==> config.mk <==
export PLATFORM = sky130hd
export DESIGN_NAME = job_tick_scheduler
export DESIGN_NICKNAME = d
export VERILOG_FILES = /design/src/sv/jts_pkg.sv /design/src/sv/jts_out_stage.sv /design/src/sv/jts_core.sv /design/src/sv/job_tick_scheduler.sv
export SDC_FILE = /design/constraint.sdc
export NUM_CORES = 1
export LEC_CHECK = 0
export BUFFER_PORTS_ARGS = -buffer_cell sky130_fd_sc_hd__buf_2
export CAP_MARGIN = 20
export CORE_MARGIN = 2
export CORE_UTILIZATION = 65
export CTS_CLUSTER_DIAMETER = 120
export CTS_CLUSTER_SIZE = 12
export DETAILED_ROUTE_END_ITERATION = 12
export PLACE_DENSITY = 0.81
export SETUP_SLACK_MARGIN = 0.1
export SKIP_CTS_REPAIR_TIMING = 1
export SYNTH_ARGS = -nofsm -noshare
export SYNTH_HDL_FRONTEND = slang
export SYNTH_SLANG_ARGS = --single-unit
==> constraint.sdc <==
create_clock -name clk -period 12.51 [get_ports clk]
set_input_delay 2.502 -clock clk [delete_from_list [all_inputs] [get_ports clk]]
set_output_delay 2.502 -clock clk [all_outputs]
set_load 0.005 [all_outputs]
==> src/sv/jts_pkg.sv <==
// Package for the job tick scheduler: beat structs, policy codes, sequencer states
// and configuration register indexes. No dependencies.
package jts_pkg;

  // Largest batch the store is sized for by default.
  localparam int unsigned MAX_JOBS_DEF = 8;

  // Field widths fixed by the beat formats.
  localparam int unsigned BURST_W = 3;
  localparam int unsigned PRIO_W  = 3;
  localparam int unsigned ID_W    = 3;
  localparam int unsigned QUANT_W = 3;
  localparam int unsigned MODE_W  = 2;

  // Reset values of the configuration registers.
  localparam logic [QUANT_W-1:0] QUANTUM_RST = 3'd2;

  // Configuration register indexes.
  localparam logic CFG_IDX_MODE    = 1'b0;
  localparam logic CFG_IDX_QUANTUM = 1'b1;

  // Scheduling policies.
  typedef enum logic [MODE_W-1:0] {
    POL_FCFS = 2'd0,
    POL_SJF  = 2'd1,
    POL_PRIO = 2'd2,
    POL_RR   = 2'd3
  } policy_t;

  // Sequencer states.
  typedef enum logic [1:0] {
    ST_IDLE  = 2'd0,
    ST_PICK  = 2'd1,
    ST_SHIFT = 2'd2,
    ST_RUN   = 2'd3
  } state_t;

  // One input beat: a job to load.
  typedef struct packed {
    logic [BURST_W-1:0] burst_length;
    logic [PRIO_W-1:0]  job_priority;
    logic               last_job;
  } in_item_t;

  // One result beat: a single tick.
  typedef struct packed {
    logic [ID_W-1:0]    job_id;
    logic [BURST_W-1:0] remaining_before;
    logic               last_tick;
  } out_item_t;

endpackage

==> src/sv/jts_out_stage.sv <==
// Output register of the job tick scheduler: holds one result beat until taken.
// Depends on jts_pkg for the result beat struct.
module jts_out_stage (
  input  logic               clk,
  input  logic               rst_n,
  input  logic               push_valid,
  input  jts_pkg::out_item_t push_data,
  output logic               slot_free,
  output logic               out_valid,
  input  logic               out_stall,
  output jts_pkg::out_item_t out_data
);

  logic               valid_r;
  logic               valid_nxt;
  jts_pkg::out_item_t data_r;

  // The slot can take a new beat when empty or when its beat leaves this cycle.
  assign slot_free = !valid_r || !out_stall;

  always_comb begin
    valid_nxt = valid_r;
    if (push_valid) begin
      valid_nxt = 1'b1;
    end else if (!out_stall) begin
      valid_nxt = 1'b0;
    end
  end

  always_ff @(posedge clk) begin
    if (!rst_n) begin
      valid_r <= 1'b0;
    end else begin
      valid_r <= valid_nxt;
    end
  end

  // Payload is loaded only on a push, so a stalled beat holds.
  always_ff @(posedge clk) begin
    if (push_valid) begin
      data_r <= push_data;
    end
  end

  assign out_valid = valid_r;
  assign out_data  = data_r;

endmodule

==> src/sv/jts_core.sv <==
// Sequencer and job store of the job tick scheduler: loads jobs, sorts the run
// order one compare per cycle and walks the ticks. Depends on jts_pkg.
module jts_core #(
  parameter int unsigned MAX_JOBS = jts_pkg::MAX_JOBS_DEF
) (
  input  logic                          clk,
  input  logic                          rst_n,
  input  logic                          in_valid,
  output logic                          in_stall,
  input  jts_pkg::in_item_t             in_data,
  input  jts_pkg::policy_t              policy,
  input  logic [jts_pkg::QUANT_W-1:0]   quantum,
  input  logic                          slot_free,
  output logic                          tick_valid,
  output jts_pkg::out_item_t            tick_data
);

  localparam int unsigned JW = (MAX_JOBS > 1) ? $clog2(MAX_JOBS) : 1;
  localparam int unsigned CW = $clog2(MAX_JOBS + 1);
  localparam int unsigned TW = $clog2(MAX_JOBS * 7 + 1);
  localparam int unsigned BW = jts_pkg::BURST_W;
  localparam int unsigned QW = jts_pkg::QUANT_W;

  // Job store, one entry per loaded job.
  logic [BW-1:0] burst_mem [MAX_JOBS];
  logic [BW-1:0] prio_mem  [MAX_JOBS];
  logic [BW-1:0] rem_mem   [MAX_JOBS];
  logic [JW-1:0] order_mem [MAX_JOBS];

  jts_pkg::state_t state_r, state_nxt;
  logic [CW-1:0]   cnt_r, cnt_nxt;
  logic [CW-1:0]   n_r, n_nxt;
  logic [TW-1:0]   total_r, total_nxt;
  logic [CW-1:0]   i_r, i_nxt;
  logic [CW-1:0]   j_r, j_nxt;
  logic [JW-1:0]   v_r, v_nxt;
  logic [BW-1:0]   vkey_r, vkey_nxt;
  logic [JW-1:0]   pos_r, pos_nxt;
  logic [QW-1:0]   k_r, k_nxt;

  logic          accept;
  logic          store_ok;
  logic          load_we;
  logic          sort_mode;
  logic          rr_mode;
  logic [QW-1:0] q_eff;
  logic [JW-1:0] ord_raddr;
  logic [JW-1:0] ord_rd;
  logic [BW-1:0] key_rd;
  logic [BW-1:0] rem_rd;
  logic          ord_we;
  logic [JW-1:0] ord_waddr;
  logic [JW-1:0] ord_wdata;
  logic          rem_we;
  logic          turn_done;
  logic          emit;

  // Input side and mode decode.
  assign in_stall  = (state_r != jts_pkg::ST_IDLE);
  assign accept    = in_valid && !in_stall;
  assign store_ok  = (cnt_r < CW'(MAX_JOBS));
  assign load_we   = accept && store_ok;
  assign sort_mode = (policy == jts_pkg::POL_SJF) || (policy == jts_pkg::POL_PRIO);
  assign rr_mode   = (policy == jts_pkg::POL_RR);
  assign q_eff     = (quantum == '0) ? QW'(1) : quantum;

  // Single read port on the run order, shared by the sort and the tick walk.
  always_comb begin
    case (state_r)
      jts_pkg::ST_PICK:  ord_raddr = i_r[JW-1:0];
      jts_pkg::ST_SHIFT: ord_raddr = JW'(j_r - CW'(1));
      default:           ord_raddr = pos_r;
    endcase
  end

  assign ord_rd = order_mem[ord_raddr];
  assign key_rd = (policy == jts_pkg::POL_SJF) ? burst_mem[ord_rd] : prio_mem[ord_rd];
  assign rem_rd = rem_mem[ord_rd];

  // Tick walk: a turn ends when the job is done or, in round robin mode, its quantum is used up.
  assign turn_done = (rem_rd == '0) || (rr_mode && (k_r == q_eff));
  assign emit = (state_r == jts_pkg::ST_RUN) && (total_r != '0) && !turn_done && slot_free;

  // Next state.
  always_comb begin
    state_nxt = state_r;
    case (state_r)
      jts_pkg::ST_IDLE: begin
        if (accept && in_data.last_job) begin
          state_nxt = sort_mode ? jts_pkg::ST_PICK : jts_pkg::ST_RUN;
        end
      end
      jts_pkg::ST_PICK: begin
        if (i_r == n_r) begin
          state_nxt = jts_pkg::ST_RUN;
        end else begin
          state_nxt = jts_pkg::ST_SHIFT;
        end
      end
      jts_pkg::ST_SHIFT: begin
        if ((j_r == '0) || (key_rd <= vkey_r)) begin
          state_nxt = jts_pkg::ST_PICK;
        end
      end
      jts_pkg::ST_RUN: begin
        if ((total_r == '0) || (emit && (total_r == TW'(1)))) begin
          state_nxt = jts_pkg::ST_IDLE;
        end
      end
      default: state_nxt = jts_pkg::ST_IDLE;
    endcase
  end

  // Datapath controls and counters.
  always_comb begin
    cnt_nxt   = cnt_r;
    n_nxt     = n_r;
    total_nxt = total_r;
    i_nxt     = i_r;
    j_nxt     = j_r;
    v_nxt     = v_r;
    vkey_nxt  = vkey_r;
    pos_nxt   = pos_r;
    k_nxt     = k_r;
    ord_we    = 1'b0;
    ord_waddr = cnt_r[JW-1:0];
    ord_wdata = cnt_r[JW-1:0];
    rem_we    = 1'b0;
    case (state_r)
      jts_pkg::ST_IDLE: begin
        if (accept) begin
          if (store_ok) begin
            cnt_nxt   = cnt_r + CW'(1);
            total_nxt = total_r + TW'(in_data.burst_length);
            ord_we    = 1'b1;
          end
          if (in_data.last_job) begin
            n_nxt   = store_ok ? cnt_r + CW'(1) : cnt_r;
            i_nxt   = CW'(1);
            pos_nxt = '0;
            k_nxt   = '0;
          end
        end
      end
      jts_pkg::ST_PICK: begin
        v_nxt    = ord_rd;
        vkey_nxt = key_rd;
        j_nxt    = i_r;
      end
      jts_pkg::ST_SHIFT: begin
        ord_we    = 1'b1;
        ord_waddr = j_r[JW-1:0];
        if ((j_r != '0) && (key_rd > vkey_r)) begin
          ord_wdata = ord_rd;
          j_nxt     = j_r - CW'(1);
        end else begin
          ord_wdata = v_r;
          i_nxt     = i_r + CW'(1);
        end
      end
      jts_pkg::ST_RUN: begin
        if (total_r == '0) begin
          cnt_nxt = '0;
        end else if (turn_done) begin
          k_nxt   = '0;
          pos_nxt = ((CW'(pos_r) + CW'(1)) == n_r) ? '0 : pos_r + JW'(1);
        end else if (slot_free) begin
          rem_we    = 1'b1;
          total_nxt = total_r - TW'(1);
          k_nxt     = k_r + QW'(1);
          if (total_r == TW'(1)) begin
            cnt_nxt = '0;
          end
        end
      end
      default: begin
        cnt_nxt = '0;
      end
    endcase
  end

  // Result beat for the current tick.
  assign tick_valid = emit;
  always_comb begin
    tick_data.job_id           = jts_pkg::ID_W'(ord_rd);
    tick_data.remaining_before = rem_rd;
    tick_data.last_tick        = (total_r == TW'(1));
  end

  // Control registers.
  always_ff @(posedge clk) begin
    if (!rst_n) begin
      state_r <= jts_pkg::ST_IDLE;
      cnt_r   <= '0;
      total_r <= '0;
    end else begin
      state_r <= state_nxt;
      cnt_r   <= cnt_nxt;
      total_r <= total_nxt;
    end
  end

  // Walk registers, set up before use.
  always_ff @(posedge clk) begin
    n_r    <= n_nxt;
    i_r    <= i_nxt;
    j_r    <= j_nxt;
    v_r    <= v_nxt;
    vkey_r <= vkey_nxt;
    pos_r  <= pos_nxt;
    k_r    <= k_nxt;
  end

  // Job store writes: loading fills all four arrays at the fill count.
  always_ff @(posedge clk) begin
    if (load_we) begin
      burst_mem[cnt_r[JW-1:0]] <= in_data.burst_length;
      prio_mem[cnt_r[JW-1:0]]  <= in_data.job_priority;
    end
    if (ord_we) begin
      order_mem[ord_waddr] <= ord_wdata;
    end
    if (load_we) begin
      rem_mem[cnt_r[JW-1:0]] <= in_data.burst_length;
    end else if (rem_we) begin
      rem_mem[ord_rd] <= rem_rd - BW'(1);
    end
  end

`ifndef SYNTH
  // A tick never reports a finished job.
  a_tick_nonzero: assert property (@(posedge clk) disable iff (!rst_n)
    emit |-> (rem_rd != '0))
    else $error("tick issued for a job with no remaining burst");

  // The final tick of a run returns the block to loading.
  a_last_idle: assert property (@(posedge clk) disable iff (!rst_n)
    (emit && tick_data.last_tick) |=> (state_r == jts_pkg::ST_IDLE))
    else $error("run did not end after its final tick");

  // A run with no work left ends at once and empties the batch.
  a_empty_run: assert property (@(posedge clk) disable iff (!rst_n)
    ((state_r == jts_pkg::ST_RUN) && (total_r == '0))
      |=> ((state_r == jts_pkg::ST_IDLE) && (cnt_r == '0)))
    else $error("empty run did not return to idle");

  // While sorting or running the batch is never empty.
  a_batch_nonempty: assert property (@(posedge clk) disable iff (!rst_n)
    (state_r != jts_pkg::ST_IDLE) |-> (n_r != '0))
    else $error("sequencer busy with an empty batch");
`endif

endmodule

==> src/sv/job_tick_scheduler.sv <==
// Job tick scheduler: one CPU serving a batch of jobs under a selectable policy.
// Top level with the configuration registers; depends on jts_pkg, jts_core and
// jts_out_stage.
//
// Usage: each input beat loads one job (burst length, priority); jobs are numbered
// by load order. A beat with last_job set is stored as well and starts the run.
// Beats beyond MAX_JOBS jobs are dropped, but a dropped beat marked last still
// starts the run. After the last beat, the shortest job first and priority modes
// sort the run order with one compare per cycle. The tick walk then issues one
// result beat per cycle while the result channel is not stalled, apart from a step
// each time the walk moves to the next job; result beat last_tick marks the final
// tick. The input is stalled from the last beat until the final tick has entered
// the output register. A stall on the result channel holds the output register
// and pauses the walk; nothing is lost. Reset clears the batch and the output
// register and sets the policy to first come first served and the quantum to 2.
// Configuration writes are always ready and are meant for idle periods only.
module job_tick_scheduler #(
  parameter int unsigned MAX_JOBS = jts_pkg::MAX_JOBS_DEF
) (
  input  logic                        clk,
  input  logic                        rst_n,
  input  logic                        in_valid,
  output logic                        in_stall,
  input  jts_pkg::in_item_t           in_data,
  output logic                        out_valid,
  input  logic                        out_stall,
  output jts_pkg::out_item_t          out_data,
  input  logic                        cfg_valid,
  output logic                        cfg_ready,
  input  logic                        cfg_index,
  input  logic [jts_pkg::QUANT_W-1:0] cfg_data
);

  jts_pkg::policy_t              policy_r;
  logic [jts_pkg::QUANT_W-1:0]   quantum_r;
  logic                          slot_free;
  logic                          tick_valid;
  jts_pkg::out_item_t            tick_data;

  // Configuration registers.
  assign cfg_ready = 1'b1;

  always_ff @(posedge clk) begin
    if (!rst_n) begin
      policy_r  <= jts_pkg::POL_FCFS;
      quantum_r <= jts_pkg::QUANTUM_RST;
    end else if (cfg_valid && cfg_ready) begin
      case (cfg_index)
        jts_pkg::CFG_IDX_MODE:    policy_r  <= jts_pkg::policy_t'(cfg_data[jts_pkg::MODE_W-1:0]);
        jts_pkg::CFG_IDX_QUANTUM: quantum_r <= cfg_data;
        default:                  policy_r  <= policy_r;
      endcase
    end
  end

  // Sequencer and job store.
  jts_core #(
    .MAX_JOBS (MAX_JOBS)
  ) u_core (
    .clk        (clk),
    .rst_n      (rst_n),
    .in_valid   (in_valid),
    .in_stall   (in_stall),
    .in_data    (in_data),
    .policy     (policy_r),
    .quantum    (quantum_r),
    .slot_free  (slot_free),
    .tick_valid (tick_valid),
    .tick_data  (tick_data)
  );

  // Output register.
  jts_out_stage u_out (
    .clk        (clk),
    .rst_n      (rst_n),
    .push_valid (tick_valid),
    .push_data  (tick_data),
    .slot_free  (slot_free),
    .out_valid  (out_valid),
    .out_stall  (out_stall),
    .out_data   (out_data)
  );

endmodule
Yosys cells after proc, flatten, opt, wreduce, memory -nomap -nowiden:

Memories as Yosys holds them, arrays and structs flattened.
Index checks and enable logic that the tools add are counted.

* register bits: 49
* RAM bits: 96
* input bits: 16
* word-level logic and storage cells: 160
* memories: 4

* $add $sub $neg: 9
* $lt $le $gt $ge: 3
* equal/unequal tests: 27
* muxes and demuxes: 60
* bitwise gates (word level): 1
* reduce and logical (&&, ||, !) cells: 40

Memories
* u_core.burst_mem: words 8, width 3, read ports 1, clocked after Yosys merged registers in 0, write ports 1, RTL line jts_core.sv:25 `logic [BW-1:0] burst_mem [MAX_JOBS];`
* u_core.order_mem: words 8, width 3, read ports 1, clocked after Yosys merged registers in 0, write ports 1, RTL line jts_core.sv:28 `logic [JW-1:0] order_mem [MAX_JOBS];`
* u_core.prio_mem: words 8, width 3, read ports 1, clocked after Yosys merged registers in 0, write ports 1, RTL line jts_core.sv:26 `logic [BW-1:0] prio_mem [MAX_JOBS];`
* u_core.rem_mem: words 8, width 3, read ports 1, clocked after Yosys merged registers in 0, write ports 1, RTL line jts_core.sv:27 `logic [BW-1:0] rem_mem [MAX_JOBS];`

Operator list (count)
* $mux 3: 15
* $mux 4: 10
* $mux 6: 5
* $pmux 4 s2: 3
* $pmux 3 s2: 3
* $mux 1: 17
* $ne 2x1->1 const B: 8
* $reduce_and 5->1: 3
* $pmux 6 s2: 1
* $ne 2x2->1 const B: 5
* $logic_and 1x1->1: 9
* $add 4x1->4 const B: 2
* $eq 2x2->1 const B: 4
* $eq 4x4->1: 2
* $mux 2: 4
* $pmux 2 s4: 1
* $reduce_bool 2->1: 4
* $add 3x1->3 const B: 2
* $add 6x3->6: 1
* $eq 6x1->1 const B: 1
* $logic_not 3->1: 2
* $logic_not 6->1: 1
* $ne 3x2->1 const B: 2
* $reduce_and 2->1: 3
* other kinds (23): 32

Depth between registers and ports, before layout:

Gate-level depths: netlist of the first run.
An unclocked memory read counts as a cell.

* depth after elaboration: 14
* mapped depth: 23
* depth with buffers taken out: 19

Cells and area by module:

From an unflattened synthesis of the first run, not the netlist that was laid out.

* cells, all modules: 565
* area total of the unflattened synthesis: 6934.2 µm²

By module, submodules not included
* jts_core: instances 1, cells each 530, area an instance 6475.0 µm², seq. area each 3843.7 µm²
* jts_out_stage: instances 1, cells each 11, area an instance 245.2 µm², seq. area each 230.2 µm²
* job_tick_scheduler: instances 1, cells each 24, area an instance 214.0 µm², seq. area each 100.1 µm²

Least setup slack after synthesis of the first run:

OpenSTA, ideal clock, no wires.

* kind: reg2reg
* start point: reg u_core.state_r[1]
* end point: reg u_core.total_r[3]
* data arrival time: 4.317 ns
* data required time: 12.395 ns
* path slack: 8.078 ns
* stages on the path, launching flop included: 20
* buffers on the path: 2
* clock period less this slack: 4.432 ns
* path through: dfxtp_1 -> inv_1 -> ha_1 -> nand2_2 -> a31oi_4 -> buf_12 -> mux4_1 -> mux2i_4 -> clkbuf_4 -> mux2i_1 -> mux2i_2 -> ha_1 -> ha_1 -> inv_1 -> o211ai_1 -> nand2b_1 -> a211oi_1 -> o21ai_0 -> xnor2_1 -> and2_1

* word-level cells in the longest chain between the ends: 8
* elaborated cells on any way between the ends: 20
* those cells by class: eq/ne: 8; mux: 2; reduce/logical: 8; memory: 2

RTL lines
* start: declaration: RTL line jts_core.sv:30 `jts_pkg::state_t state_r, state_nxt;`
* start signal: assignment: RTL line jts_core.sv:193 `state_r <= jts_pkg::ST_IDLE;`
* start signal: assignment: RTL line jts_core.sv:197 `state_r <= state_nxt;`
* $eq 2x2->1 or $eq 2x1->1 (tied branches): RTL line jts_core.sv:69 `case (state_r)`
* $pmux 3 s2: RTL line jts_core.sv:69
* $mem_v2 8x3 (2 in series)
* $logic_not 3->1: RTL line jts_core.sv:81 `assign turn_done = (rem_rd == '0) || (rr_mode && (k_r == q_eff));`
* $logic_or 1x1->1: RTL line jts_core.sv:81
* $ne 2x2->1 (no source line)
* $reduce_and 6->1 (no source line)
* end signal: assignment: RTL line jts_core.sv:199 `total_r <= total_nxt;`
* end: declaration: RTL line jts_core.sv:33 `logic [TW-1:0] total_r, total_nxt;`

Parallel ways exist; a longest one is shown, timed or not.
A chain may end at the register's enable or synchronous reset.

Final worst setup path of the first run:

* start point: reg u_core.state_r[0]
* end point: reg u_core.total_r[3]

Same word-level chain as after synthesis.

==> results of run 1 <==
==> synthesized netlist by cell type (3+ instances only) <==
master    instances
a32oi_1           4
xor2_1            8
nor2_1           51
mux2_1            3
nor2b_1          10
buf_4             4
buf_6             5
edfxtp_1        127
mux2_2            3
mux2i_1          55
xnor2_1          14
a21oi_1          14
a31oi_1           6
a21boi_0          5
dfxtp_1          18
o21ai_0           9
ha_1             21
nand3_1          14
o211ai_1          7
clkbuf_1          8
and2_1           13
o21a_1            3
nor3_1            7
inv_1            28
a21o_1            4
nand2_1          55
==> worst max path at each step <==
stage	to	slack [ps]	cells past startpoint
global placement	u_core.total_r[3]	6740	17
CTS	u_core.total_r[3]	6440	19
floorplan	u_core.total_r[3]	8080	19
global route	u_core.order_mem[0][2]	5840	16
finish	u_core.total_r[3]	6330	19
detailed placement	u_core.order_mem[0][2]	6480	16
==> cell usage in the layout (no fill, tap or decap), drive strengths merged, types with 3 or more instances in the layout <==
cell type  instances
ha                21
dfxtp             18
mux2               7
nand2             56
nor2b             10
a32oi              4
mux2i             58
mux4               4
nor3               7
clkbuf            19
a21boi             5
buf               25
nand2b             3
a31oi              7
and2              13
a21o               4
a21oi             14
nor2              52
o211ai             7
edfxtp           127
inv               29
xnor2             14
xor2               8
o21ai             10
bufinv             4
clkinv             7
o21a               3
nand3             15
==> per-layer routing <==
metal,wire [um],part of all wire [%],global-route usage (%)
met1,5850,42,33.7
met2,6900,50,42.1
met3,796,5.7,5.93
met4,304,2.2,10.6
met5,0,0,0
==> state kept, by name, indices dropped and copies added, names as in the netlist, 6 cells and up <==
register,cells
u_out.out_data,7
u_core.total_r,6
u_core.prio_mem,24
u_core.rem_mem,24
u_core.burst_mem,24
u_core.order_mem,24
==> area by class of cell <==
| cell class | instances | area [um^2] | area share [%] |
|---|---|---|---|
| Clock inverter | 12 | 168 | 2.18 |
| Clock buffer | 18 | 418 | 5.43 |
| Multi-Input combinational cell | 349 | 2520 | 32.8 |
| Timing Repair Buffer | 26 | 133 | 1.72 |
| Tap cell | 136 | 170 | 2.21 |
| Inverter | 29 | 109 | 1.42 |
| Sequential cell | 145 | 4170 | 54.3 |
==> tightest hold or removal path, delay by kind of cell, from the launching register on <==
kind,cells,cell delay [ps]
AOI/OAI and AO/OA,1,60
DFF,1,310
and+or+nand+nor,1,50
==> metrics by stage <==
stage                     setup WS (ps)  instances  util [%]  hold slack [ps]  cell area, um^2
final                              6330        715      74.2              468             7690
after detailed placement           6480        684      68.5              464             7100
after floorplan                    8080        544         -              440             6980
after global placement             6740        684      68.5              460             7100
after CTS                          6440        714      74.1              472             7680
after global routing               5840        715      74.2              492             7690
==> cells by family after synthesis <==
family,count (synthesis)
multiplexers,69
AND/OR/NAND/NOR,167
adder cells (fa/ha/maj),22
other,1
XOR/XNOR,22
buffers and inverters,50
flip-flops,145
AO/OA/AOI/OAI,68
==> metrics.md, run 1 <==
| Metric | Value |
|---|---|
| Fin Setup TNS | 0 ps |
| WP buf/inv | 2 |
| Slowest Stage Delay on Critical Path | 990 ps |
| Status | finished, final reports clean |
| WL/cell | 19.4 um |
| Post-synth EDFFs | 127 |
| Post-synthesis simple-gate area fraction | 11.1% |
| Worst skew pair latency | 530 ps |
| CTS tree | done |
| RSZ-0062 raised after global routing | no |
| Fmax achieved | 0.162 GHz |
| Vias in the first global route | 4260 |
| Initial antenna violation count | 0 |
| Setup crit start kind | flip-flop |
| Crit share post-route | 49.4% |
| Main combinational cell family by area after synthesis | multiplexers |
| IO Pins | 26 |
| CP cell instances | inv_1, ha_1, nand2b_4, a31oi_4, mux2i_1, mux4_2, mux2i_1, nand2_1, o211ai_1, and2_1, ha_1, ha_1, inv_1, o211ai_1, nand2b_1, a211oi_1, o21ai_0, xnor2_1, and2_1 |
| Worst r2r src | u_core.state_r[0] |
| Clock-pin slew on the worst setup and hold paths | 60 ps |
| RD Place Congestion | 0.867 |
| Worst hold path endpoint | quantum_r[0] |
| Top delay family on crit path | compound AO/OA/AOI/OAI gates |
| Final setup viols | 0 |
| Worst path arrival time | 6610 ps |
| Reg2Reg Depth | 19 |
| First-pass GRT wire length | 22.0 mm |
| Critical Path Sink Type | flip-flop |
| Remaining antenna violation count | 0 |
| Initial DRC Count | 268 |
| Synth unique cells | 62 |
| Final hold violation count | 0 |
| Post-synth top area share | 54.7% |
| Crit-path most repeated cell | ha_1 |
| Worst reg2reg setup slack | 6330 ps |
| Syn Inst Count | 544 |
| Buffers on Ports | 24 |
| Synth Register Bits | 145 |
| Largest net degree at the start of global routing | 37 |
| Share of post-route cells with drive strength above 1 | 11.7% |
| Detailed Place HPWL | 9.60 mm |
| Ant. Diodes | 0 |
| Synth Area in Compound Gates | 6.78% |
| Sequential element share of the synthesized area | 59.8% |
| Fillcell total | 679 |
| Initial Util | 67.3% |
| # nets final | 606 |
| Most area-hungry cell type in the Yosys netlist | edfxtp_1 |
| Clock skew | 6.47 ps |
| Total grt overflow | 0 |
| CTS buffer count | 17 |
| WL final | 13.9 mm |
| Std-Cell Rows | 37 |
| Reg2reg end | u_core.total_r[3] |
| MaxCap Viol Count | 0 |
| Hold Path Class | reg -> reg |
| Syn Area/Cell | 12.8 um^2 |
| Cell area after synthesis | 6980 um^2 |
| Post-Synth Adder-Cell Area | 4.05% |
| Crit. Startpoint | u_core.state_r[0] |
| Root buf cell | clkbuf_8 |
| P&R area growth vs syn | 10.2% |
| Ys flop type | edfxtp_1 |
| Rel. slew slack | 30.5% |
| # H-tree levels | 4 |
| Top post-synthesis cells by area | edfxtp_1 55%, mux2i_1 7.9%, dfxtp_1 5.2% |
| Die area | 11600 um^2 |
| Die Ht | 108 um |
| Measured slew at the worst slew-check pin | 1040 ps |
| Vias | 4293 |
| Synth Area in XOR/XNOR | 2.76% |
| Final Max Tran Viols | 0 |
| Syn_nets | 582 |
| Crit path required time | 12940 ps |
| Clock sink count | 145 |
| Async SR Flop Fraction | 0% |
| Critical path's slowest cell | mux4_2 |
| Max Root-Sink Buffers | 2 |
| Remaining DRCs | 0 |
| Worst Hold Depth | 2 |
| YS warnings | 0 |
| Period minus WS final | 6180 ps |
| Die width | 108 um |
| Hold Crit Start | quantum_r[0] |
| Tot GR Track Use | 25.9% |
| Crit Path Max Fanout | 36 |
| Mux cell area share after synthesis | 11.3% |
| Total core area | 10400 um^2 |
| Iteration count of the initial detailed-routing pass | 5 |
| CP Class | reg -> reg |
| Via-per-instance ratio | 6.00 |
Power of run 1 is left out: the tool's default activity adds up to more than one toggle a clock period on the data nets, which glitch-free logic cannot reach.
==> inputs of run 2 (changes only) <==
--- a/config.mk
+++ b/config.mk
@@ -8,11 +8,11 @@
 export BUFFER_PORTS_ARGS = -buffer_cell sky130_fd_sc_hd__buf_2
 export CAP_MARGIN = 20
 export CORE_MARGIN = 2
-export CORE_UTILIZATION = 65
+export CORE_UTILIZATION = 56
 export CTS_CLUSTER_DIAMETER = 120
 export CTS_CLUSTER_SIZE = 12
 export DETAILED_ROUTE_END_ITERATION = 12
-export PLACE_DENSITY = 0.81
+export PLACE_DENSITY = 0.74
 export SETUP_SLACK_MARGIN = 0.1
 export SKIP_CTS_REPAIR_TIMING = 1
 export SYNTH_ARGS = -nofsm -noshare
==> constraint.sdc (replaced) <==
create_clock -name clk -period 5.4 [get_ports clk]
set_input_delay 1.08 -clock clk [delete_from_list [all_inputs] [get_ports clk]]
set_output_delay 1.08 -clock clk [all_outputs]
set_load 0.005 [all_outputs]
==> metrics.md, run 2 (synthesis gave the netlist of run 1 again) <==
| Metric | Value |
|---|---|
| Crit Path Max Fanout | 16 (-56%) |
| Via-per-instance ratio | 5.58 (-7.1%) |
| Gr busiest metal | met2 |
| Cells after DPL | 722 (+5.6%) |
| Initial antenna violation count | 0 (unchanged) |
| Rel. slew slack | 27.7% (-2.7 points) |
| Std-Cell Rows | 40 (+8.1%) |
| Measured slew at the worst slew-check pin | 1080 ps (+32.8 ps) |
| MaxCap Viol Count | 0 (unchanged) |
| Clock-pin slew on the worst setup and hold paths | 60 ps (about the same) |
| WL/cell | 17.6 um (-9.4%) |
| Total core area | 12100 um^2 (+16%) |
| Commonest non-fill, non-tap cell in the layout | edfxtp_1 |
| Total grt overflow | 0 (unchanged) |
| Period minus WS final | 4890 ps (-1290 ps) |
| Largest net degree at the start of global routing | 37 (unchanged) |
| WP buf/inv | 4 (+2) |
| Die Ht | 116 um (+7.4%) |
| Top delay family on crit path | compound AO/OA/AOI/OAI gates |
| Met3 usage | 5.44% (-0.49 points) |
| Die area | 13400 um^2 (+15%) |
| First-pass GRT wire length | 21.8 mm (-1.1%) |
| GRT met2 Usage | 37.1% (-5.0 points) |
| CTS buffer count | 17 (unchanged) |
| Reg2Reg Depth | 18 (-1) |
| RSZ-0062 raised after global routing | no |
| CTS tree | done |
| CP Class | reg -> reg |
| Initial Util | 57.8% (-9.4 points) |
| Met1 usage | 27.8% (-6.0 points) |
| Initial DRC Count | 192 (-28%) |
| WL final | 13.3 mm (-4.2%) |
| Most frequent cells in the layout | 127 x edfxtp_1, 55 x nand2_1, 55 x mux2i_1 |
| Hold Path Class | reg -> reg |
| IO Pins | 26 (unchanged) |
| Slowest Stage Delay on Critical Path | 640 ps (-350 ps) |
| Final hold violation count | 0 (unchanged) |
| # H-tree levels | 4 (unchanged) |
| Crit path required time | 5460 ps (-7480 ps) |
| Worst skew pair latency | 430 ps (-100 ps) |
| Remaining DRCs | 0 (unchanged) |
| Iteration count of the initial detailed-routing pass | 6 (+1) |
| Remaining antenna violation count | 0 (unchanged) |
| Vias | 4217 (-1.8%) |
| Final setup viols | 0 (unchanged) |
| RD Place Congestion | 0.827 (-4.7%) |
| Detailed Place HPWL | 9.43 mm (-1.8%) |
| Post-DP Area | 7200 um^2 (+1.4%) |
| # nets final | 614 (+1.3%) |
| Status | finished, final reports clean |
| Worst Hold Depth | 2 (unchanged) |
| Final cell count without fillers | 756 (+5.7%) |
| Fin area | 7820 um^2 (+1.7%) |
| Clock sink count | 145 (unchanged) |
| Die width | 116 um (+7.4%) |
| Setup crit start kind | flip-flop |
| Final Max Tran Viols | 0 (unchanged) |
| Worst path arrival time | 4950 ps (-1660 ps) |
| Fmax achieved | 0.204 GHz (+26%) |
| P&R area growth vs syn | 12.1% |
| Ant. Diodes | 0 (unchanged) |
| Share of post-route cells with drive strength above 1 | 13.1% (+1.4 points) |
| Critical Path Sink Type | flip-flop |
| Crit path depth | 18 (-1) |
| Tot GR Track Use | 22.2% (-3.7 points) |
| Root buf cell | clkbuf_16 |
| Critical path's slowest cell | mux4_2 |
| Buffers on Ports | 24 (unchanged) |
| Crit share post-route | 90.6% (+41 points) |
| CP cell instances | inv_1, ha_2, nor2_4, a31oi_4, buf_4, mux2i_1, mux4_2, inv_2, mux2i_1, a32oi_1, nand2_1, ha_1, a21o_1, a21oi_1, a311oi_1, buf_4, a21oi_1, a21boi_0 |
| Fin Setup TNS | 0 ps (unchanged) |
| Clock skew | 8.65 ps (+2.17 ps) |
| Vias in the first global route | 4288 (+0.66%) |
| Max Root-Sink Buffers | 2 (unchanged) |
run 2: cell count changes in the layout (fill, tap and decap cells not counted), moves of 2 or more:
cell	previous run	this run
buf_4	1	9
clkinvlp_4	1	4
clkinv_4	2	0
clkbuf_1	1	3
run 2: cell type report:
class,count,area (um^2)
clock buffer,20,437
clock inverter,11,164
fill,900,4240
inverter,29,109
multi-input combinational,349,2520
sequential,145,4170
tap,168,210
timing repair buffer,34,208
run 2: worst register-to-register path: cells and delay by family (launching register included):
kind / cells / cell delay, ps
fa+ha+maj: 2 / 810
mux: 3 / 880
simple gates: 2 / 190
compound gates: 7 / 1430
buf+inv: 4 / 800
flops: 1 / 410
run 2: per-stage QoR:
step | hold slack (ps) | utilization [%] | setup slack (ps)
after floorplan | 440 | - | 968
after global placement | 454 | 59.7 | 446
after detailed placement | 479 | 59.7 | 277
after CTS | 486 | 64.6 | 226
after global routing | 509 | 64.9 | 114
final | 482 | 64.9 | 509
run 2: layer usage:
layer  routed length (um)  vias to the layer above
met5                    0                        -
met1                 5850                     2054
li1                     -                     2042
met3                  579                       21
met2                 6570                      100
met4                  282                        0
run 2: worst paths after layout:
| check | to | slack [ps] | startpoint |
|---|---|---|---|
| worst max register to register | u_core.i_r[0] | 510 | u_core.state_r[0] |
| worst max-delay path | u_core.i_r[0] | 510 | u_core.state_r[0] |
| worst min-delay path | quantum_r[0] | 480 | quantum_r[0] |
| worst min register to register | quantum_r[0] | 480 | quantum_r[0] |
Power of run 2 is left out for the same reason.
==> inputs of run 3 (changes only) <==
--- a/config.mk
+++ b/config.mk
@@ -7,9 +7,10 @@
 export LEC_CHECK = 0
 export BUFFER_PORTS_ARGS = -buffer_cell sky130_fd_sc_hd__buf_2
 export CAP_MARGIN = 20
+export CORE_ASPECT_RATIO = 1.1
 export CORE_MARGIN = 2
 export CORE_UTILIZATION = 56
-export CTS_CLUSTER_DIAMETER = 120
+export CTS_CLUSTER_DIAMETER = 100
 export CTS_CLUSTER_SIZE = 12
 export DETAILED_ROUTE_END_ITERATION = 12
 export PLACE_DENSITY = 0.74
==> metrics.md, run 3 (synthesis gave the netlist of run 1 again) <==
| Metric | Value |
|---|---|
| Total grt overflow | 0 (unchanged) |
| WL final | 13.7 mm (+3.1%) |
| Worst path arrival time | 5130 ps (+180 ps) |
| Root buf cell | clkbuf_16 |
| Die width | 110 um (-4.5%) |
| CTS buffer count | 17 (unchanged) |
| Share of post-route cells with drive strength above 1 | 13.3% (+0.17 points) |
| # nets final | 613 (-0.16%) |
| P&R area growth vs syn | 11.2% |
| Clock skew | 8.28 ps (-0.363 ps) |
| Hold Crit Start | quantum_r[0] |
| Status | finished, final reports clean |
| Rel. slew slack | 26.7% (-1.0 points) |
| Top delay family on crit path | multiplexers |
| Initial DRC Count | 270 (+41%) |
| Hold Path Class | reg -> reg |
| Initial Util | 57.7% (-0.12 points) |
| Fin Setup TNS | 0 ps (unchanged) |
| Commonest non-fill, non-tap cell in the layout | edfxtp_1 |
| Max Root-Sink Buffers | 2 (unchanged) |
| RD Place Congestion | 0.850 (+2.8%) |
| CP Class | reg -> reg |
| IO Pins | 26 (unchanged) |
| Fmax achieved | 0.198 GHz (-3.1%) |
| Post-place setup slack | 194 ps (-82.7 ps) |
| # H-tree levels | 4 (unchanged) |
| Buffers on Ports | 24 (unchanged) |
| Total core area | 12100 um^2 (+0.21%) |
| Worst r2r src | u_core.state_r[0] |
| Crit share post-route | 93.5% (+2.9 points) |
| Final Max Tran Viols | 0 (unchanged) |
| Period minus WS final | 5050 ps (+157 ps) |
| RSZ-0062 raised after global routing | no |
| Die Ht | 121 um (+4.7%) |
| Final setup viols | 0 (unchanged) |
| Iteration count of the initial detailed-routing pass | 5 (-1) |
| Crit Path Max Fanout | 12 (-4) |
| First-pass GRT wire length | 22.3 mm (+2.3%) |
| Fin util | 64.2% (-0.67 points) |
| Via-per-instance ratio | 5.75 (+3.1%) |
| Setup crit start kind | flip-flop |
| Ant. Diodes | 0 (unchanged) |
| Remaining DRCs | 0 (unchanged) |
| Critical Path Sink Type | flip-flop |
| Tot GR Track Use | 21.7% (-0.49 points) |
| Initial antenna violation count | 0 (unchanged) |
| Vias in the first global route | 4331 (+1.0%) |
| Slowest Stage Delay on Critical Path | 600 ps (-40 ps) |
| Crit. Startpoint | u_core.state_r[0] |
| Vias | 4266 (+1.2%) |
| CP cell instances | inv_1, ha_2, nor2_4, a31oi_4, buf_12, mux4_1, mux2i_4, o211ai_1, and2_1, ha_1, ha_1, inv_1, o211ai_1, nor3_1, buf_4, nor2_1, a21o_1, nor2_1 |
| Largest net degree at the start of global routing | 26 (-30%) |
| MaxCap Viol Count | 0 (unchanged) |
| Remaining antenna violation count | 0 (unchanged) |
| Final WS setup | 352 ps (-157 ps) |
| Most frequent cells in the layout | 127 x edfxtp_1, 55 x nand2_1, 55 x mux2i_1 |
| CTS tree | done |
| Die area | 13400 um^2 (about the same) |
| Std-Cell Rows | 42 (+5.0%) |
| Measured slew at the worst slew-check pin | 1090 ps (+15.0 ps) |
| Critical path's slowest cell | mux4_1 |
| Clock-pin slew on the worst setup and hold paths | 60 ps (about the same) |
| Clock sink count | 145 (unchanged) |
| Detailed Place HPWL | 9.54 mm (+1.2%) |
| Final hold violation count | 0 (unchanged) |
| Worst skew pair latency | 420 ps (about the same) |
| Crit path required time | 5480 ps (+20 ps) |
| WP buf/inv | 4 (unchanged) |
| WL/cell | 18.4 um (+5.0%) |
==> run 3: cell type report <==
cell class / instances / area (um^2)
Clock inverter: 13 / 115
Sequential cell: 145 / 4170
Inverter: 29 / 109
Multi-Input combinational cell: 349 / 2520
Timing Repair Buffer: 33 / 213
Clock buffer: 19 / 433
Tap cell: 154 / 193
Fill cell: 907 / 4330
==> run 3: routing by layer <==
layer	global-route usage (%)	routed length, um
met3	4.45	777
met4	8.91	253
met5	0	0
met1	27.8	5800
met2	36.4	6850
==> run 3: final timing paths <==
kind / cells after the start / slack [ps] / endpoint
setup reg to reg: 18 / 350 / u_core.rem_mem[4][2]
hold / removal: 2 / 490 / quantum_r[0]
setup / recovery: 18 / 350 / u_core.rem_mem[4][2]
hold reg to reg: 2 / 490 / quantum_r[0]
==> run 3: stage by stage <==
step           hold WS, ps  cell area [um^2]  std cells
4_1_cts                502              7730        741
2_1_floorplan          440              6980        544
6_report               492              7760        742
3_5_place_dp           494              7190        709
5_1_grt                525              7760        742
3_3_place_gp           452              7180        708
==> run 3: worst reg2reg max path, stage by stage (launching register included) <==
cell	delay [ps]
dfxtp_1	420
inv_1	100
ha_2	490
nor2_4	80
a31oi_4	170
buf_12	160
mux4_1	610
mux2i_4	450
o211ai_1	230
and2_1	230
ha_1	200
ha_1	230
inv_1	70
o211ai_1	140
nor3_1	320
buf_4	240
nor2_1	70
a21o_1	200
nor2_1	330
Power of run 3 is left out for the same reason.
